## src/rtl/core/bcrg_pkg.sv

```systemverilog
// ----------------------------------------------------------------------------
// bcrg_pkg
// Types, widths, register codes and animation tables for the beat clock and
// reset generator.
// ----------------------------------------------------------------------------
package bcrg_pkg;

  localparam int FRAME_COUNT     = 4;
  localparam int MAX_PPQN        = 24;
  localparam int BEAT_FRAC_BITS  = 16;
  localparam int TEMPO_FRAC_BITS = 8;

  localparam int BEAT_W  = 48;
  localparam int PHASE_W = 23;
  localparam int TEMPO_W = 18;
  localparam int LOOP_W  = 7;
  localparam int PPQ_W   = 5;
  localparam int US_W    = 17;
  localparam int LED_W   = 6;

  localparam int LOOP_MAX = 64;

  localparam int EPB_W  = $clog2(2 * MAX_PPQN + 1);
  localparam int EPL_W  = $clog2(2 * MAX_PPQN * LOOP_MAX + 1);
  localparam int EDGE_W = BEAT_W + EPB_W - BEAT_FRAC_BITS;

  // 60e6 microseconds per minute = 2^8 * 234375
  localparam int US_SCALE_SH  = 8;
  localparam int US_SCALE_ODD = 234375;

  localparam int MUL_A_W = BEAT_W;
  localparam int MUL_B_W = 18;
  localparam int MUL_P_W = MUL_A_W + MUL_B_W + 1;
  localparam int PL_W    = PHASE_W + LOOP_W;
  localparam int LHS_W   = PL_W + MUL_B_W;
  localparam int RHS_W   = US_W + TEMPO_W;
  localparam int CMP_W   = LHS_W + US_SCALE_SH + BEAT_FRAC_BITS;

  localparam int TABLE_ROWS  = 4;
  localparam int FRAME_LIM   = (FRAME_COUNT < TABLE_ROWS) ? FRAME_COUNT : TABLE_ROWS;
  localparam int FRAME_IDX_W = $clog2(TABLE_ROWS);
  localparam int FRM_CMP_W   = PHASE_W + LOOP_W + BEAT_FRAC_BITS;

  localparam int CFG_IDX_W  = 2;
  localparam int CFG_DATA_W = US_W;

  localparam logic [CFG_IDX_W-1:0] CFG_LOOP_BEATS     = 2'd0;
  localparam logic [CFG_IDX_W-1:0] CFG_PULSES_PER_QTR = 2'd1;
  localparam logic [CFG_IDX_W-1:0] CFG_RESET_PULSE_US = 2'd2;

  localparam logic [LED_W-1:0] CUE_FRAMES [TABLE_ROWS] = '{6'h01, 6'h23, 6'h37, 6'h3F};
  localparam logic [LED_W-1:0] PLAY_FRAMES [TABLE_ROWS] = '{6'h01, 6'h06, 6'h08, 6'h30};

  typedef enum logic [1:0] {
    PS_STOPPED = 2'd0,
    PS_CUED    = 2'd1,
    PS_PLAYING = 2'd2
  } play_state_e;

  typedef struct packed {
    logic                      func;
    logic signed [BEAT_W-1:0]  previous_beats;
    logic signed [BEAT_W-1:0]  current_beats;
    logic [PHASE_W-1:0]        current_phase;
    logic [TEMPO_W-1:0]        tempo_bpm;
    logic                      no_peers;
  } bcrg_in_t;

  typedef struct packed {
    logic              clock_write;
    logic              clock_level;
    logic              reset_write;
    logic              reset_level;
    logic              led_write;
    logic [LED_W-1:0]  led_bright_mask;
    logic [1:0]        play_state_out;
    logic              timeline_reset;
  } bcrg_out_t;

  typedef struct packed {
    logic busy;
    logic done;
    logic rem_zero;
  } bcrg_div_sts_t;

endpackage

```

## src/rtl/core/bcrg_mul.sv

```systemverilog
// ----------------------------------------------------------------------------
// bcrg_mul
// Shared signed by unsigned multiplier with a registered product.
// ----------------------------------------------------------------------------
module bcrg_mul (
  input  logic                                  clk_i,
  input  logic signed [bcrg_pkg::MUL_A_W-1:0]   a_i,
  input  logic        [bcrg_pkg::MUL_B_W-1:0]   b_i,
  output logic signed [bcrg_pkg::MUL_P_W-1:0]   p_o
);

  logic signed [bcrg_pkg::MUL_P_W-1:0] p_q;

  always_ff @(posedge clk_i) begin
    p_q <= a_i * $signed({1'b0, b_i});
  end

  assign p_o = p_q;

endmodule

```

## src/rtl/core/bcrg_div.sv

```systemverilog
// ----------------------------------------------------------------------------
// bcrg_div
// Bit-serial restoring remainder unit, one dividend bit per cycle, reports
// whether the edge count divides evenly by the loop length.
// ----------------------------------------------------------------------------
module bcrg_div (
  input  logic                            clk_i,
  input  logic                            rst_ni,
  input  logic                            start_i,
  input  logic [bcrg_pkg::EDGE_W-1:0]     dividend_i,
  input  logic [bcrg_pkg::EPL_W-1:0]      divisor_i,
  output bcrg_pkg::bcrg_div_sts_t         sts_o
);

  localparam int CNT_W = $clog2(bcrg_pkg::EDGE_W + 1);

  logic                            busy_q;
  logic                            done_q;
  logic [CNT_W-1:0]                cnt_q;
  logic [bcrg_pkg::EDGE_W-1:0]     dvd_q;
  logic [bcrg_pkg::EPL_W-1:0]      dsr_q;
  logic [bcrg_pkg::EPL_W-1:0]      rem_q;
  logic [bcrg_pkg::EPL_W:0]        trial;
  logic [bcrg_pkg::EPL_W-1:0]      rem_d;

  always_comb begin
    trial = {rem_q, dvd_q[bcrg_pkg::EDGE_W-1]};
    if (trial >= {1'b0, dsr_q}) begin
      rem_d = bcrg_pkg::EPL_W'(trial - {1'b0, dsr_q});
    end else begin
      rem_d = trial[bcrg_pkg::EPL_W-1:0];
    end
  end

  always_ff @(posedge clk_i or negedge rst_ni) begin
    if (!rst_ni) begin
      busy_q <= 1'b0;
      done_q <= 1'b0;
      cnt_q  <= '0;
      dvd_q  <= '0;
      dsr_q  <= '0;
      rem_q  <= '0;
    end else begin
      done_q <= busy_q && !start_i && (cnt_q == CNT_W'(1));
      if (start_i) begin
        busy_q <= 1'b1;
        cnt_q  <= CNT_W'(bcrg_pkg::EDGE_W);
        dvd_q  <= dividend_i;
        dsr_q  <= divisor_i;
        rem_q  <= '0;
      end else if (busy_q) begin
        rem_q <= rem_d;
        dvd_q <= {dvd_q[bcrg_pkg::EDGE_W-2:0], 1'b0};
        cnt_q <= cnt_q - CNT_W'(1);
        if (cnt_q == CNT_W'(1)) begin
          busy_q <= 1'b0;
        end
      end
    end
  end

  assign sts_o.busy     = busy_q;
  assign sts_o.done     = done_q;
  assign sts_o.rem_zero = (rem_q == '0);

endmodule

```

## src/rtl/core/beat_clock_reset_generator.sv

```systemverilog
// ----------------------------------------------------------------------------
// beat_clock_reset_generator
// Play state transport for an analogue clock and reset output following a
// shared beat timeline, with a six-LED animation frame.
// ----------------------------------------------------------------------------
// sequence: a play/stop press goes straight to its result; a tick first takes
//   the five products and, when cued and a new edge needs the loop-start
//   check, runs the remainder unit (38 remainder steps)
// throughput: one item at a time; set by the five products on the shared
//   multiplier and the bit-serial remainder unit
// reset: stopped, loop_beats 4, pulses_per_quarter 4, reset_pulse_us 10000
module beat_clock_reset_generator (
  input  logic                                 clk_i,
  input  logic                                 rst_ni,
  input  logic                                 in_valid_i,
  output logic                                 in_ready_o,
  input  bcrg_pkg::bcrg_in_t                   in_data_i,
  output logic                                 out_valid_o,
  input  logic                                 out_ready_i,
  output bcrg_pkg::bcrg_out_t                  out_data_o,
  input  logic                                 cfg_valid_i,
  output logic                                 cfg_ready_o,
  input  logic [bcrg_pkg::CFG_IDX_W-1:0]       cfg_index_i,
  input  logic [bcrg_pkg::CFG_DATA_W-1:0]      cfg_data_i
);

  typedef enum logic [3:0] {
    ST_IDLE,
    ST_MUL_PREV,
    ST_MUL_CUR,
    ST_MUL_PL,
    ST_MUL_UT,
    ST_MUL_LHS,
    ST_EVAL,
    ST_DIV,
    ST_FIN
  } seq_state_e;

  seq_state_e                           state_q;
  bcrg_pkg::play_state_e                play_q;
  bcrg_pkg::bcrg_in_t                   in_q;
  bcrg_pkg::bcrg_out_t                  out_q;
  logic                                 out_valid_q;

  logic [bcrg_pkg::LOOP_W-1:0]          loop_q;
  logic [bcrg_pkg::PPQ_W-1:0]           ppq_q;
  logic [bcrg_pkg::US_W-1:0]            us_q;

  logic signed [bcrg_pkg::EDGE_W-1:0]   prev_e_q;
  logic signed [bcrg_pkg::EDGE_W-1:0]   cur_e_q;
  logic [bcrg_pkg::PL_W-1:0]            pl_q;
  logic [bcrg_pkg::RHS_W-1:0]           rhs_q;
  logic                                 new_edge_q;
  logic                                 rst_lvl_q;
  logic                                 start_q;

  logic [bcrg_pkg::LOOP_W-1:0]          loop_sat;
  logic [bcrg_pkg::PPQ_W-1:0]           ppq_sat;
  logic [bcrg_pkg::EPB_W-1:0]           epb;
  logic [bcrg_pkg::EPL_W-1:0]           epl;

  logic signed [bcrg_pkg::MUL_A_W-1:0]  mul_a;
  logic        [bcrg_pkg::MUL_B_W-1:0]  mul_b;
  logic signed [bcrg_pkg::MUL_P_W-1:0]  mul_p;

  logic                                 div_start;
  logic [bcrg_pkg::EDGE_W-1:0]          cur_mag;
  bcrg_pkg::bcrg_div_sts_t              div_sts;

  logic                                 new_edge;
  logic [bcrg_pkg::LHS_W-1:0]           lhs;
  logic [bcrg_pkg::CMP_W-1:0]           lhs_w;
  logic [bcrg_pkg::CMP_W-1:0]           rhs_w;

  logic [bcrg_pkg::FRM_CMP_W-1:0]       ph_scaled;
  logic [bcrg_pkg::FRAME_IDX_W-1:0]     frame;
  bcrg_pkg::bcrg_out_t                  res;
  bcrg_pkg::play_state_e                play_next;
  bcrg_pkg::play_state_e                play_mid;
  logic                                 in_xfer;
  logic                                 out_free;

  assign in_ready_o  = (state_q == ST_IDLE);
  assign in_xfer     = in_valid_i && in_ready_o;
  assign out_free    = !out_valid_q || out_ready_i;
  assign out_valid_o = out_valid_q;
  assign out_data_o  = out_q;
  assign cfg_ready_o = 1'b1;

  // clamp the loop and pulse settings
  always_comb begin
    if (loop_q == '0) begin
      loop_sat = bcrg_pkg::LOOP_W'(1);
    end else if (int'(loop_q) > bcrg_pkg::LOOP_MAX) begin
      loop_sat = bcrg_pkg::LOOP_W'(bcrg_pkg::LOOP_MAX);
    end else begin
      loop_sat = loop_q;
    end
    if (ppq_q == '0) begin
      ppq_sat = bcrg_pkg::PPQ_W'(1);
    end else if (int'(ppq_q) > bcrg_pkg::MAX_PPQN) begin
      ppq_sat = bcrg_pkg::PPQ_W'(bcrg_pkg::MAX_PPQN);
    end else begin
      ppq_sat = ppq_q;
    end
    epb = bcrg_pkg::EPB_W'({ppq_sat, 1'b0});
    epl = bcrg_pkg::EPL_W'(bcrg_pkg::EPL_W'(epb) * bcrg_pkg::EPL_W'(loop_sat));
  end

  // operand select for the shared multiplier
  always_comb begin
    mul_a = '0;
    mul_b = '0;
    case (state_q)
      ST_MUL_PREV: begin
        mul_a = in_q.previous_beats;
        mul_b = bcrg_pkg::MUL_B_W'(epb);
      end
      ST_MUL_CUR: begin
        mul_a = in_q.current_beats;
        mul_b = bcrg_pkg::MUL_B_W'(epb);
      end
      ST_MUL_PL: begin
        mul_a[bcrg_pkg::PHASE_W-1:0] = in_q.current_phase;
        mul_b = bcrg_pkg::MUL_B_W'(loop_sat);
      end
      ST_MUL_UT: begin
        mul_a[bcrg_pkg::US_W-1:0] = us_q;
        mul_b = bcrg_pkg::MUL_B_W'(in_q.tempo_bpm);
      end
      ST_MUL_LHS: begin
        mul_a[bcrg_pkg::PL_W-1:0] = pl_q;
        mul_b = bcrg_pkg::MUL_B_W'(bcrg_pkg::US_SCALE_ODD);
      end
      default: begin
        mul_a = '0;
        mul_b = '0;
      end
    endcase
  end

  bcrg_mul u_mul (
    .clk_i (clk_i),
    .a_i   (mul_a),
    .b_i   (mul_b),
    .p_o   (mul_p)
  );

  assign new_edge  = cur_e_q > prev_e_q;
  assign cur_mag   = cur_e_q[bcrg_pkg::EDGE_W-1] ? bcrg_pkg::EDGE_W'(-cur_e_q)
                                                 : bcrg_pkg::EDGE_W'(cur_e_q);
  assign div_start = (state_q == ST_EVAL) && (play_q == bcrg_pkg::PS_CUED) && new_edge;

  bcrg_div u_div (
    .clk_i      (clk_i),
    .rst_ni     (rst_ni),
    .start_i    (div_start),
    .dividend_i (cur_mag),
    .divisor_i  (epl),
    .sts_o      (div_sts)
  );

  // reset pulse compare, both sides carry a common factor of 2^8
  always_comb begin
    lhs   = mul_p[bcrg_pkg::LHS_W-1:0];
    lhs_w = bcrg_pkg::CMP_W'(lhs) << bcrg_pkg::US_SCALE_SH;
    rhs_w = bcrg_pkg::CMP_W'(rhs_q) << (bcrg_pkg::BEAT_FRAC_BITS - bcrg_pkg::TEMPO_FRAC_BITS);
  end

  // animation frame index, saturating at the last frame
  always_comb begin
    ph_scaled = bcrg_pkg::FRM_CMP_W'(in_q.current_phase) *
                bcrg_pkg::FRM_CMP_W'(bcrg_pkg::FRAME_COUNT);
    frame = '0;
    for (int k = 1; k < bcrg_pkg::FRAME_LIM; k++) begin
      if (ph_scaled >= ((bcrg_pkg::FRM_CMP_W'(k) * bcrg_pkg::FRM_CMP_W'(loop_sat))
                        << bcrg_pkg::BEAT_FRAC_BITS)) begin
        frame = bcrg_pkg::FRAME_IDX_W'(k);
      end
    end
  end

  // result of the item in hand
  always_comb begin
    res       = '0;
    play_next = play_q;
    play_mid  = play_q;
    if (in_q.func) begin
      case (play_q)
        bcrg_pkg::PS_STOPPED: begin
          res.timeline_reset = in_q.no_peers;
          play_next          = bcrg_pkg::PS_CUED;
        end
        bcrg_pkg::PS_CUED,
        bcrg_pkg::PS_PLAYING: begin
          play_next = bcrg_pkg::PS_STOPPED;
        end
        default: begin
          play_next = play_q;
        end
      endcase
    end else begin
      if (play_q == bcrg_pkg::PS_CUED) begin
        if (start_q) begin
          play_mid = bcrg_pkg::PS_PLAYING;
        end else begin
          res.led_write       = 1'b1;
          res.led_bright_mask = bcrg_pkg::CUE_FRAMES[frame];
        end
      end
      if (play_mid == bcrg_pkg::PS_PLAYING) begin
        res.reset_write = 1'b1;
        res.reset_level = rst_lvl_q;
        if (new_edge_q) begin
          res.clock_write     = 1'b1;
          res.clock_level     = !cur_e_q[0];
          res.led_write       = 1'b1;
          res.led_bright_mask = bcrg_pkg::PLAY_FRAMES[frame];
        end
      end else if (play_mid != bcrg_pkg::PS_CUED) begin
        res.clock_write = 1'b1;
        res.reset_write = 1'b1;
        res.led_write   = 1'b1;
      end
      play_next = play_mid;
    end
    res.play_state_out = play_next;
  end

  always_ff @(posedge clk_i or negedge rst_ni) begin
    if (!rst_ni) begin
      state_q     <= ST_IDLE;
      play_q      <= bcrg_pkg::PS_STOPPED;
      in_q        <= '0;
      out_q       <= '0;
      out_valid_q <= 1'b0;
      loop_q      <= bcrg_pkg::LOOP_W'(4);
      ppq_q       <= bcrg_pkg::PPQ_W'(4);
      us_q        <= bcrg_pkg::US_W'(10000);
      prev_e_q    <= '0;
      cur_e_q     <= '0;
      pl_q        <= '0;
      rhs_q       <= '0;
      new_edge_q  <= 1'b0;
      rst_lvl_q   <= 1'b0;
      start_q     <= 1'b0;
    end else begin
      out_valid_q <= (out_valid_q && !out_ready_i) || (state_q == ST_FIN);
      if (cfg_valid_i) begin
        case (cfg_index_i)
          bcrg_pkg::CFG_LOOP_BEATS:     loop_q <= cfg_data_i[bcrg_pkg::LOOP_W-1:0];
          bcrg_pkg::CFG_PULSES_PER_QTR: ppq_q  <= cfg_data_i[bcrg_pkg::PPQ_W-1:0];
          bcrg_pkg::CFG_RESET_PULSE_US: us_q   <= cfg_data_i[bcrg_pkg::US_W-1:0];
          default: begin
          end
        endcase
      end
      case (state_q)
        ST_IDLE: begin
          if (in_xfer) begin
            in_q    <= in_data_i;
            state_q <= in_data_i.func ? ST_FIN : ST_MUL_PREV;
          end
        end
        ST_MUL_PREV: begin
          state_q <= ST_MUL_CUR;
        end
        ST_MUL_CUR: begin
          prev_e_q <= mul_p[bcrg_pkg::BEAT_FRAC_BITS +: bcrg_pkg::EDGE_W];
          state_q  <= ST_MUL_PL;
        end
        ST_MUL_PL: begin
          cur_e_q <= mul_p[bcrg_pkg::BEAT_FRAC_BITS +: bcrg_pkg::EDGE_W];
          state_q <= ST_MUL_UT;
        end
        ST_MUL_UT: begin
          pl_q    <= mul_p[bcrg_pkg::PL_W-1:0];
          state_q <= ST_MUL_LHS;
        end
        ST_MUL_LHS: begin
          rhs_q   <= mul_p[bcrg_pkg::RHS_W-1:0];
          state_q <= ST_EVAL;
        end
        ST_EVAL: begin
          new_edge_q <= new_edge;
          rst_lvl_q  <= (lhs_w <= rhs_w);
          start_q    <= 1'b0;
          state_q    <= div_start ? ST_DIV : ST_FIN;
        end
        ST_DIV: begin
          if (div_sts.done) begin
            start_q <= div_sts.rem_zero;
            state_q <= ST_FIN;
          end
        end
        ST_FIN: begin
          if (out_free) begin
            out_q   <= res;
            play_q  <= play_next;
            state_q <= ST_IDLE;
          end
        end
        default: begin
          state_q <= ST_IDLE;
        end
      endcase
    end
  end

endmodule

```

## config.mk

```make
export PLATFORM = sky130hd
export DESIGN_NAME = beat_clock_reset_generator
export DESIGN_NICKNAME = d
export VERILOG_FILES = /design/src/rtl/core/bcrg_pkg.sv /design/src/rtl/core/bcrg_mul.sv /design/src/rtl/core/bcrg_div.sv /design/src/rtl/core/beat_clock_reset_generator.sv
export SDC_FILE = /design/constraint.sdc
export NUM_CORES = 2
export LEC_CHECK = 0
export BUFFER_PORTS_ARGS = -buffer_cell sky130_fd_sc_hd__buf_2
export CORE_ASPECT_RATIO = 0.9
export CORE_UTILIZATION = 42
export DETAILED_ROUTE_END_ITERATION = 10
export PLACE_DENSITY_LB_ADDON = 0.25
export SLEW_MARGIN = 30
export SYNTH_ARGS = -nofsm -noshare
export SYNTH_HDL_FRONTEND = slang
export SYNTH_HIERARCHICAL = 1
export SYNTH_SLANG_ARGS = --single-unit
```

## constraint.sdc

```tcl
create_clock -name clk_i -period 25.9 [get_ports clk_i]
set_clock_uncertainty 0.2 [all_clocks]
set_input_delay 0 -clock clk_i [delete_from_list [all_inputs] [get_ports clk_i]]
set_output_delay 0 -clock clk_i [all_outputs]
set_load 0.05 [all_outputs]
```

==> summary.md <==
| Metric | Value |
|---|---|
| Outcome | completed |
| Leakage | approximately 27 nW |
| H-Tree Depth | 2 |
| Setup Viol. Count Final | 0 |
| Final Hold Fails | 0 |
| Core Region | 113,300 um2 |
| Starting Density | a little over two fifths |
| Drt via density | around 5.3 |
| Setup TNS | 0 ps |
| CTS resizes | 0 |
| Placer Congestion | around 0.93 |
| Hold WC Path Type | primary input to flip-flop |
| Avg Cell Area, Syn | between 9 and 10 um2 |
| Net count, final | ~6,500 |
| Synthesized instance count | approximately 5,000 |
| DRC | 0 |
| Startpoint types | flip-flop |
| # fillers | about 11,000 |
| Sequential Area | approximately 11,000 um2 |
| TritonCTS clock tree | built |
| CTS clk-pin slew, worst paths | 70 ps |
| Power per cell area | 117.7 nW/um2 |
| Footprint of the multi-input gates | 32,570 um2 |
| Routed wire length per instance | around 21 um |
| Io pins | 180 |
| Worst setup path class | flip-flop to flip-flop |
| Critical Path Fanout Max | 85 |
| Hold slack | roughly 15 ps |
| Mapped Area | between 40,000 and 50,000 um2 |
| CTS buffer count | 48 |
| Pin count of the biggest net entering global routing | 132 |
| DRT Pass-1 Iters | 7 |
| Final ANT Viol Nets | 0 |
| I/O Buffers | between 150 and 200 |
| Vias | ~36,000 |
| CTS Root Cell | clkbuf_16 |
| Routed wire length | about 140,000 um |
| Crit end category | flip-flop |
| RSZ-0062 raised after global routing | false |
| Worst endpoint required time | around 26,000 ps |
| Row cnt | ~120 |
| Die height | between 300 and 400 um |
| Die width | 358.7 um |
| Cells after DPL | 6,464 |
| Cts hold-fix bufs | around 310 |
| Grt ovf | 0 |
| Max Cap Viol | 0 |
| Final non-filler cell total | a little under 7,000 |
| Synth Net Count | roughly 6,000 |
| Final Slew Violations | 0 |
| Post-DP HPWL | approximately 100,000 um |
| Worst slew pin tran | roughly 1000 ps |
| Initial antenna violation count | 11 |
| Tcrit/Tclk final | about two fifths |
| Post-route minimum period | slightly above 10,000 ps |
| Die area | ~120,000 um2 |
| Yosys warns | 6 |
| Postcts setup bufs | 0 |
| WP data arrival | 10,530 ps |
| Initial DRC Count | roughly 3,000 |
| CTS sink cnt | roughly 460 |
| Fraction of layout cells with a size suffix above 1 | around 11% |
| Clock buffer depth | 3 |
| First-pass GRT wire length | approximately 220,000 um |
| Fmax | around 0.1 GHz |
| Worst skew pair latency | around 640 ps |
| Slew HR | 31.39% |
| Vias in the first global route | around 37,000 |
| Area Overhead vs Synth | 14.74% |
| GRT Resource Usage Total | between 20% and 30% |
| Worst vdd ir | between 0.08 and 0.09 mV |
==> where the power goes <==
group	internal, W	switching, W	leakage [nW]
Sequential	0.00103	0.000283	5.47
Clock	0.000393	0.000324	0.790
Combinational	0.00162	0.00285	20.9
Total	0.00304	0.00345	27.2
==> cell type report <==
type                            instances  share of cell area, %
Antenna cell                            7                0.03175
Multi-Input combinational cell       3356                  59.02
Timing Repair Buffer                  539                  8.087
Clock buffer                           67                  2.456
Sequential cell                       455                  20.16
Clock inverter                         23                 0.4558
Tap cell                             1487                  3.372
Inverter                              942                  6.409
==> through the flow <==
| stage | setup WS [ps] | utilization [%] | cell area [um2] | total power [W] |
|---|---|---|---|---|
| 3_5_place_dp | 15900 | 44.45 | 50370 | 0.005668 |
| 3_3_place_gp | 15960 | 44.41 | 50320 | 0.005600 |
| 4_1_cts | 15880 | 48.65 | 55120 | 0.006453 |
| 6_report | 15740 | 48.69 | 55170 | 0.006493 |
| 2_1_floorplan | 17830 | - | 48090 | 0.004269 |
| 5_1_grt | 15260 | 48.69 | 55170 | 0.007041 |
==> worst paths after layout <==
check	start	end	slack, ps	depth (start not counted)
max in group asynchronous	rst_ni	in_q[125]	23750	5
worst min register to register	out_data_o[6]	out_data_o[6]	260	2
min in group asynchronous	rst_ni	u_div/dvd_q[19]	420	4
worst max register to register	state_q[3]	u_mul/p_o[51]	15740	26
worst max-delay path	state_q[3]	u_mul/p_o[51]	15740	26
worst min-delay path	in_data_i[63]	in_q[63]	20	3
==> layout by cell type (no fill, tap or decap), types with 44 or more instances in the layout <==
cell type,n
a21oi_1,105
xnor2_1,69
and2_1,486
nor2_1,101
clkbuf_16,50
dlygate4sd3_1,313
mux2i_1,44
dfrtp_1,393
ha_1,270
mux2_2,224
o21ai_0,198
inv_1,941
nand2_1,635
buf_2,177
dfxtp_1,54
a21o_1,44
fa_1,712
==> critical path: stages (launching register included) <==
cell and delay (ps):
dfrtp_1 520, nand2b_1 330, nor2_1 820, and2_4 400, buf_4 630, a22oi_1 190, nand2_1 790, and2_1 260
fa_1 460, fa_1 520, inv_1 50, fa_1 520, inv_1 60, fa_1 520, fa_1 450, fa_1 520
ha_1 430, o21ai_0 190, a22oi_1 250, nor3b_1 450, nand4_1 150, o21ai_1 350, o31ai_4 110, o31ai_1 420
nor2b_1 180, nand2b_1 120, xor2_1 140
==> registers in the layout, summed over array words and instances, names as in the netlist, 14 cells and up <==
| register | count |
|---|---|
| u_mul/p_o | 54 |
| pl_q | 30 |
| prev_e_q | 38 |
| us_q | 17 |
| rhs_q | 35 |
| u_div/dvd_q | 38 |
| in_q | 139 |
| out_data_o | 14 |
| cur_e_q | 38 |
==> per-layer routing <==
| layer | GRT usage (%) | vias up | part of all wire, % |
|---|---|---|---|
| li1 | - | 16250 | - |
| met3 | 3.955 | 230 | 6.9 |
| met5 | 0 | - | 0.018 |
| met2 | 38.62 | 1237 | 46 |
| met4 | 5.847 | 4 | 2.3 |
| met1 | 35.66 | 18520 | 45 |
(Power assumes the default switching activity.)
